File: src/rpy_pkg.sv
// package: payload types, constants and cordic angle table for the rpy rotation unit
`timescale 1ns / 1ps
package rpy_pkg;

	localparam int CordicStagesDefault = 16;
	localparam int AngTabLen = 24;
	localparam logic signed [33:0] GainQ30 = 34'sd652032875;
	localparam logic signed [15:0] Q14One = 16'sd16384;

	typedef struct packed {
		logic signed [15:0] roll_angle;
		logic signed [15:0] pitch_angle;
		logic signed [15:0] yaw_angle;
	} rpy_in_t;

	typedef struct packed {
		logic signed [15:0] m00;
		logic signed [15:0] m01;
		logic signed [15:0] m02;
		logic signed [15:0] m10;
		logic signed [15:0] m11;
		logic signed [15:0] m12;
		logic signed [15:0] m20;
		logic signed [15:0] m21;
		logic signed [15:0] m22;
	} rpy_out_t;

	// atan(2^-i) in units of 2^-32 turn
	function automatic logic [31:0] atan_turns(input logic [4:0] i);
		logic [31:0] r;
		unique case (i)
			5'd0: r = 32'h20000000;
			5'd1: r = 32'h12E4051D;
			5'd2: r = 32'h09FB385B;
			5'd3: r = 32'h051111D4;
			5'd4: r = 32'h028B0D43;
			5'd5: r = 32'h0145D7E1;
			5'd6: r = 32'h00A2F61E;
			5'd7: r = 32'h00517C55;
			5'd8: r = 32'h0028BE53;
			5'd9: r = 32'h00145F2E;
			5'd10: r = 32'h000A2F98;
			5'd11: r = 32'h000517CC;
			5'd12: r = 32'h00028BE6;
			5'd13: r = 32'h000145F3;
			5'd14: r = 32'h0000A2F9;
			5'd15: r = 32'h0000517D;
			5'd16: r = 32'h000028BE;
			5'd17: r = 32'h0000145F;
			5'd18: r = 32'h00000A2F;
			5'd19: r = 32'h00000518;
			5'd20: r = 32'h0000028C;
			5'd21: r = 32'h00000146;
			5'd22: r = 32'h000000A3;
			5'd23: r = 32'h00000051;
			default: r = 32'h0;
		endcase
		return r;
	endfunction

	// clamp a rounded value to [-1, +1] in q1.14
	function automatic logic signed [15:0] clamp_q14(input logic signed [33:0] v);
		logic signed [15:0] r;
		if (v > 34'sd16384) begin
			r = Q14One;
		end else if (v < -34'sd16384) begin
			r = -Q14One;
		end else begin
			r = v[15:0];
		end
		return r;
	endfunction

endpackage

File: src/rpy_cordic.sv
// module: pipelined rotation-mode cordic, one stage per register, quadrant fold at the end
`timescale 1ns / 1ps
module rpy_cordic #(
	parameter int CORDIC_STAGES = rpy_pkg::CordicStagesDefault
) (
	input  logic               clk,
	input  logic               en,
	input  logic signed [15:0] angle,
	output logic signed [15:0] sin_q14,
	output logic signed [15:0] cos_q14
);
	import rpy_pkg::*;

	localparam int N = (CORDIC_STAGES > AngTabLen) ? AngTabLen : CORDIC_STAGES;

	// x, y in q2.30 fit 34 bits; z residual fits 34 bits
	logic signed [33:0] x_s [0:N];
	logic signed [33:0] y_s [0:N];
	logic signed [33:0] z_s [0:N];
	logic [1:0]         quad_s [0:N];

	always_comb begin
		x_s[0] = GainQ30;
		y_s[0] = '0;
		z_s[0] = {4'b0, angle[13:0], 16'b0};
		quad_s[0] = angle[15:14];
	end

	for (genvar i = 0; i < N; i++) begin : g_stage
		logic signed [33:0] dx, dy, t;
		assign dx = y_s[i] >>> i;
		assign dy = x_s[i] >>> i;
		assign t = {2'b0, atan_turns(5'(i))};
		always_ff @(posedge clk) begin
			if (en) begin
				if (!z_s[i][33]) begin
					x_s[i+1] <= x_s[i] - dx;
					y_s[i+1] <= y_s[i] + dy;
					z_s[i+1] <= z_s[i] - t;
				end else begin
					x_s[i+1] <= x_s[i] + dx;
					y_s[i+1] <= y_s[i] - dy;
					z_s[i+1] <= z_s[i] + t;
				end
				quad_s[i+1] <= quad_s[i];
			end
		end
	end

	logic signed [15:0] cq, sq;
	logic signed [33:0] xr, yr;
	assign xr = (x_s[N] + 34'sd32768) >>> 16;
	assign yr = (y_s[N] + 34'sd32768) >>> 16;
	assign cq = clamp_q14(xr);
	assign sq = clamp_q14(yr);

	always_ff @(posedge clk) begin
		if (en) begin
			unique case (quad_s[N])
				2'd0: begin cos_q14 <= cq;  sin_q14 <= sq;  end
				2'd1: begin cos_q14 <= -sq; sin_q14 <= cq;  end
				2'd2: begin cos_q14 <= -cq; sin_q14 <= -sq; end
				default: begin cos_q14 <= sq; sin_q14 <= -cq; end
			endcase
		end
	end

endmodule

File: config.mk
export PLATFORM = sky130hd
export DESIGN_NAME = rpy_cordic
export DESIGN_NICKNAME = d
export VERILOG_FILES = /design/src/rpy_pkg.sv /design/src/rpy_cordic.sv
export SDC_FILE = /design/constraint.sdc
export NUM_CORES = 2
export LEC_CHECK = 0
export BUFFER_PORTS_ARGS = -buffer_cell sky130_fd_sc_hd__buf_2
export CAP_MARGIN = 30
export CORE_AREA = 4 4 756 533
export DETAILED_ROUTE_END_ITERATION = 16
export DIE_AREA = 0 0 760 537
export PLACE_DENSITY = 0.47
export SKIP_LAST_GASP = 1
export SLEW_MARGIN = 20
export SYNTH_ARGS = -nofsm -noshare
export SYNTH_HDL_FRONTEND = slang
export SYNTH_SLANG_ARGS = --single-unit
File: constraint.sdc
create_clock -name clk -period 6.4 [get_ports clk]
set_clock_uncertainty 0.15 [all_clocks]
set_input_delay 0.32 -clock clk [delete_from_list [all_inputs] [get_ports clk]]
set_output_delay 0.32 -clock clk [all_outputs]
set_load 0.01 [all_outputs]
# --- After elaboration in Yosys (flattened, before gate mapping) ---
# Cells that the tools add are included.
op_classes:
  div: 0
  bitwise_logic: 0
  muxes: 50
  n_eq_ne: 2
  n_reduce_logical: 1
  shift: 0
  n_lt_le_gt_ge: 4
  multipliers: 0
  add_sub_neg: 89
ops:
  columns: ["cell", "n"]
  rows:
  - ["34-bit 2-to-1 mux", 42]
  - ["34-bit by 17-bit adder with 34-bit output (second input constant)", 3]
  - ["16-bit case mux with 3 select lines", 2]
  - ["34-bit by 19-bit adder with 34-bit output", 2]
  - ["34-bit by 20-bit adder with 34-bit output", 2]
  - ["34-bit by 21-bit adder with 34-bit output", 2]
  - ["34-bit by 22-bit adder with 34-bit output", 2]
  - ["34-bit by 23-bit adder with 34-bit output", 2]
  - ["34-bit by 24-bit adder with 34-bit output", 2]
  - ["34-bit by 25-bit adder with 34-bit output", 2]
  - ["34-bit by 26-bit adder with 34-bit output", 2]
  - ["34-bit by 27-bit adder with 34-bit output", 2]
  - ["34-bit by 28-bit adder with 34-bit output", 2]
  - ["34-bit by 29-bit adder with 34-bit output", 2]
  - ["34-bit by 30-bit adder with 34-bit output", 2]
  - ["34-bit by 31-bit adder with 34-bit output", 2]
  - ["34-bit by 19-bit subtractor with 34-bit output", 2]
  - ["34-bit by 20-bit subtractor with 34-bit output", 2]
  - ["34-bit by 21-bit subtractor with 34-bit output", 2]
  - ["34-bit by 22-bit subtractor with 34-bit output", 2]
  - ["34-bit by 23-bit subtractor with 34-bit output", 2]
  - ["34-bit by 24-bit subtractor with 34-bit output", 2]
  - ["34-bit by 25-bit subtractor with 34-bit output", 2]
  - ["34-bit by 26-bit subtractor with 34-bit output", 2]
  - ["other kinds (43)", 57]
word_totals:
  ramBits: 0
  latch_bits: 0
  rom_bits: 0
  memories: 0
  out_inout_bits: 32
  regBits: 1586

# --- Depth between registers and ports, before layout ---
logic_depth:
  depth_word: 6
  depth_mapped: 22
  mapped_depth_nobuf: 21

# --- Least setup slack after synthesis ---
# No wires, ideal clock.
synth_path:
  path_kind: "register -> register"
  start: "reg y_s, in the netlist g_stage[5].dx[3]"
  end: "reg x_s, in the netlist g_stage[6].dy[26] (data pin)"
  stages_incl_launch_ff: 20
  required_ps: 5985
  t_arrival_ps: 4584
  period_less_slack_ps: 4999
  setup_slack_ps: 1401
  path_cell_list: "edfxtp_1 or4_1 or3_1 nor4_1 nor2b_1 nand2_1 nor2_1 a21oi_1 xor2_1 ha_1 a21o_1 a21o_1 a21oi_1 a21boi_0 o21bai_1 o21ai_0 or4_1 a31oi_1 o21ai_0 xor2_1"
synth_between:
  elab_chain_cells: 2
  elab_cells_between_ends: 3
synth_rtl:
  columns: ["item", "line", "source"]
  rows:
  - ["start: declaration", "rpy_cordic.sv:18", "logic signed [33:0] y_s [0:N];"]
  - ["start signal: indexed assignment", "rpy_cordic.sv:38", "y_s[i+1] <= y_s[i] + dy;"]
  - ["start signal: indexed assignment", "rpy_cordic.sv:42", "y_s[i+1] <= y_s[i] - dy;"]
  - ["34-bit by 29-bit subtractor with 34-bit output or 34-bit by 29-bit adder with 34-bit output (tied branches)", "rpy_cordic.sv:37, rpy_cordic.sv:41", null]
  - ["34-bit 2-to-1 mux (*)", "rpy_cordic.sv:36", "if (!z_s[i][33]) begin"]
  - ["end signal: indexed assignment", "rpy_cordic.sv:37", "x_s[i+1] <= x_s[i] - dx;"]
  - ["end signal: indexed assignment", "rpy_cordic.sv:41", "x_s[i+1] <= x_s[i] + dx;"]
  - ["end: declaration", "rpy_cordic.sv:17", "logic signed [33:0] x_s [0:N];"]
# Mark *: on every way between the ends. The rest lies on a longest branch, timed or not.
# A chain may end at the register's enable or synchronous reset.

# --- Worst setup path after layout ---
layout_path:
  start: "reg y_s, in the netlist g_stage[9].dx[4]"
  end: "reg x_s, in the netlist g_stage[10].dy[19] (data pin)"
layout_between:
  elab_chain_cells: 2
  elab_cells_between_ends: 3
layout_rtl:
  columns: ["item", "line"]
  rows:
  - ["34-bit by 25-bit subtractor with 34-bit output or 34-bit by 25-bit adder with 34-bit output (tied branches)", "rpy_cordic.sv:37, rpy_cordic.sv:41"]
  - ["34-bit 2-to-1 mux (*)", "rpy_cordic.sv:36"]
# Marked as above.

==> impl_summary.md <==
Status
The flow ran to the end, and the final reports show no timing, DRC or antenna violations.

Cells and area
The finished cells cover 131000 µm². The final layout net count is between 10000 and 15000. Summing all flip-flop and latch instances after layout gives 42200 µm². The filler cell count in the final layout is 40811. The share of cells above drive strength 1 is 0.0451. The area growth from synthesis to final layout is 10.9%.

Summing all multi-input logic gate instances after layout gives 73300 µm².

Route
The number of iterations in the first detailed-routing pass is 6. The count of nets left with antenna violations once routing finished came out at 0. Dividing the detail-routed wire length by the instance count gives 18.9 µm.

The total number of vias is 93629. The number of design-rule violations left by the first detailed-router iteration is 8126. After detailed routing, the total wire length is approximately 340000 µm. Dividing the detail-routed via count by the number of cells gives 5.21.

The number of remaining DRC errors is 0.

Synthesis
Averaged over all synthesized cells, the footprint is 9.52 µm². For this run, the number of Yosys warnings is 0. The number of distinct standard cells referenced by the synthesized netlist is 91.

By area the synthesized netlist is led by sky130_fd_sc_hd__edfxtp_1 36%, sky130_fd_sc_hd__ha_1 14%, sky130_fd_sc_hd__xnor2_1 8.2%. The library cell with the largest summed area after synthesis is sky130_fd_sc_hd__edfxtp_1. The share of synthesized flip-flops with an asynchronous set or reset is 0. The number of enable-type register cells in the synthesized netlist is 1405. The cell area that synthesis handed to floorplanning was 118000 µm². The share of synthesized area in the top cell type comes to 0.357. The synthesized design contains roughly 1400 register bits. The number of nets in the synthesized netlist is 13783. The leading register cell type out of synthesis is sky130_fd_sc_hd__edfxtp_1. Synthesis produced a netlist whose cell count is 12426. The sequential cell area fraction in the yosys report is 0.357.

Global routing
The maximum number of pins on one net before global-route repair is 156. The number of antenna violations at the first check in global routing is 11. The number of global-route vias before repair is about 90000.

The overall routing resource usage is 0.162. The global-route wire length before repair is roughly 530000 µm. The total overflow left after global routing is 0.

Die
The initial utilization of the core area, before any placement, comes to 0.300. During I/O placement, the number of pins put on the boundary was 50. The floorplan die area is approximately 410000 µm². Measured along the x axis, the die boundary spans about 760 µm.

The core area is between 300000 and 400000 µm². The site row count is ~190. The floorplan step set the die height to 537 µm.

Worst setup path
STA puts the critical path data arrival time at 6.17 ns. At the worst endpoint, the required time is 6.85 ns. The classification of the worst setup path is reg2reg. STA classifies the critical path endpoint as a flip-flop.

The number of cells on the worst reg-to-reg path is 20. Along the worst path, the maximum fanout reaches 7. The startpoint type of the worst setup path is a flip-flop.

Timing
The final setup violation count is 0. The final-report hold violation count is 0. The relative slew slack is 0.318. The final critical-path share of the clock period is 0.894.

The slew at the pin closest to its max-slew limit is 1.01 ns. Setup repair after global routing left no endpoint under its margin. The smallest clock period supported by the final layout is computed as about 5.7 ns.

The sum of negative setup slack is 0 ns. For this run, the top clock speed supported by timing is 175 MHz. The number of pins with negative max-slew slack in the final report was 0. The final-layout worst hold slack is 0.0726 ns.

Clock network
The maximum level of the CTS H-tree is 4. The count of cells resized by post-cts repair is 0. TritonCTS built the clock tree. The TritonCTS buffer count is 170.

For the worst-skew pair, the clock arrives at the later sink with an insertion delay of about 0.87 ns. CTS saw approximately 1400 sinks. The root buffer cell chosen for the clock tree is sky130_fd_sc_hd__clkbuf_16. The clock-pin slew of the registers on the worst-case setup and hold paths is 0.07 ns.

The longest clock path from root to sink contains 4 buffers.

Place
The congestion estimate from routability-driven global placement came to around 0.88. During placement, the flow inserted port buffers numbering 49. The total placed instance area is around 130000 µm². Once detailed placement completed, the half-perimeter wirelength came to 270000 µm.

Hold path
The path class of the tightest hold or removal check is in2reg. The count of cells along the worst hold path is 2.

Run
The number of maximum-capacitance violations is 0.
## sequential cells by signal, indices dropped and copies added (netlist names)
register	flops
z_s	429
g_stage.dy	321
g_stage.dx	319
x_s	136
y_s	136
quad_s	32
cos_q14	16
sin_q14	16
## per-stage QoR
step                      std cells   util  worst slack, ns
after floorplan               12426      -             1.40
after global placement        17628  0.317            0.752
after detailed placement      17628  0.317            0.732
after CTS                     17960  0.332            0.693
after global routing          17972  0.333            0.185
final                         17974  0.333            0.676
## cells in the final DEF, fill, tap and decap left out, types with 133 or more instances in the layout
cell and count:
sky130_fd_sc_hd__xor2_1 530, sky130_fd_sc_hd__nand3_1 259, sky130_fd_sc_hd__o21bai_1 141, sky130_fd_sc_hd__edfxtp_1 1405, sky130_fd_sc_hd__xnor2_1 1107, sky130_fd_sc_hd__a211oi_1 133, sky130_fd_sc_hd__o21a_1 199, sky130_fd_sc_hd__a21oi_1 1328
sky130_fd_sc_hd__nor3_1 379, sky130_fd_sc_hd__o21ai_0 581, sky130_fd_sc_hd__ha_1 1303, sky130_fd_sc_hd__nor2_1 1132, sky130_fd_sc_hd__nor2b_1 152, sky130_fd_sc_hd__inv_1 535, sky130_fd_sc_hd__nand2_1 608, sky130_fd_sc_hd__a21o_1 582
sky130_fd_sc_hd__clkbuf_16 173, sky130_fd_sc_hd__nand2b_1 181, sky130_fd_sc_hd__a31oi_1 151
## metal layers
metal	vias up	wire length, µm	global-route usage
met2	2300	124000	0.213
met3	266	24200	0.0318
met5	-	134	0.00229
met1	44227	188000	0.267
li1	46834	-	-
met4	2	4400	0.0228
## logic make-up after synthesis
logic type	after synthesis	share of synthesized area
AO/OA/AOI/OAI	3772	0.203
XOR/XNOR	1637	0.121
adder cells (fa/ha/maj)	1339	0.144
AND/OR/NAND/NOR	3388	0.138
flip-flops	1405	0.357
buffers and inverters	754	0.0242
multiplexers	131	0.0125
## critical path, cell delays in order (launching register included)
cell and delay [ns]:
sky130_fd_sc_hd__edfxtp_1 0.49, sky130_fd_sc_hd__nor3_1 0.31, sky130_fd_sc_hd__nand2b_1 0.14, sky130_fd_sc_hd__nor3_1 0.27
sky130_fd_sc_hd__nand3b_1 0.24, sky130_fd_sc_hd__nor2b_1 0.29, sky130_fd_sc_hd__nand2_1 0.14, sky130_fd_sc_hd__nor4_1 0.43
sky130_fd_sc_hd__inv_1 0.07, sky130_fd_sc_hd__o21ai_0 0.55, sky130_fd_sc_hd__xnor2_1 0.15, sky130_fd_sc_hd__ha_1 0.41
sky130_fd_sc_hd__nand2_1 0.10, sky130_fd_sc_hd__nor2_1 0.05, sky130_fd_sc_hd__a221oi_1 0.36, sky130_fd_sc_hd__o41ai_1 0.20
sky130_fd_sc_hd__o41ai_1 0.37, sky130_fd_sc_hd__buf_4 0.20, sky130_fd_sc_hd__nor2_1 0.04, sky130_fd_sc_hd__a2111oi_0 0.40
sky130_fd_sc_hd__nor2_1 0.10
## final cells by class
type                            count  share of cell area
Multi-Input combinational cell  10267               0.558
Sequential cell                  1405               0.322
Tap cell                         5265              0.0502
Clock buffer                      201              0.0338
Timing Repair Buffer              188              0.0115
Clock inverter                    103             0.00898
Antenna cell                        6            0.000114
Inverter                          539              0.0154
## path summary, 6_finish.rpt
path | start | end | slack (ns)
worst min register to register | quad_s[6] | quad_s[4] | 0.26
worst min-delay path | angle[7] | z_s[533] | 0.07
worst max register to register | g_stage[9].dx[4] | g_stage[10].dy[19] | 0.68
worst max-delay path | g_stage[9].dx[4] | g_stage[10].dy[19] | 0.68
## repair_timing
item                                   CTS  global route
buffers inserted                         0             0
endpoints found under the hold margin   92             0
hold buffers                            28             0
setup endpoints to repair                0             0
## Yosys cell counts (151+ instances only)
cell type / instances
sky130_fd_sc_hd__edfxtp_1: 1405
sky130_fd_sc_hd__a21oi_1: 1328
sky130_fd_sc_hd__ha_1: 1303
sky130_fd_sc_hd__nor2_1: 1132
sky130_fd_sc_hd__xnor2_1: 1107
sky130_fd_sc_hd__nand2_1: 608
sky130_fd_sc_hd__a21o_1: 582
sky130_fd_sc_hd__o21ai_0: 582
sky130_fd_sc_hd__inv_1: 535
sky130_fd_sc_hd__xor2_1: 530
sky130_fd_sc_hd__nor3_1: 380
sky130_fd_sc_hd__nand3_1: 259
sky130_fd_sc_hd__o21a_1: 199
sky130_fd_sc_hd__nand2b_1: 181
sky130_fd_sc_hd__clkbuf_1: 165
sky130_fd_sc_hd__nor2b_1: 152
sky130_fd_sc_hd__a31oi_1: 151
Power is not shown: default switching activity piles up to over one toggle a cycle in this logic, so the estimate is an artifact.
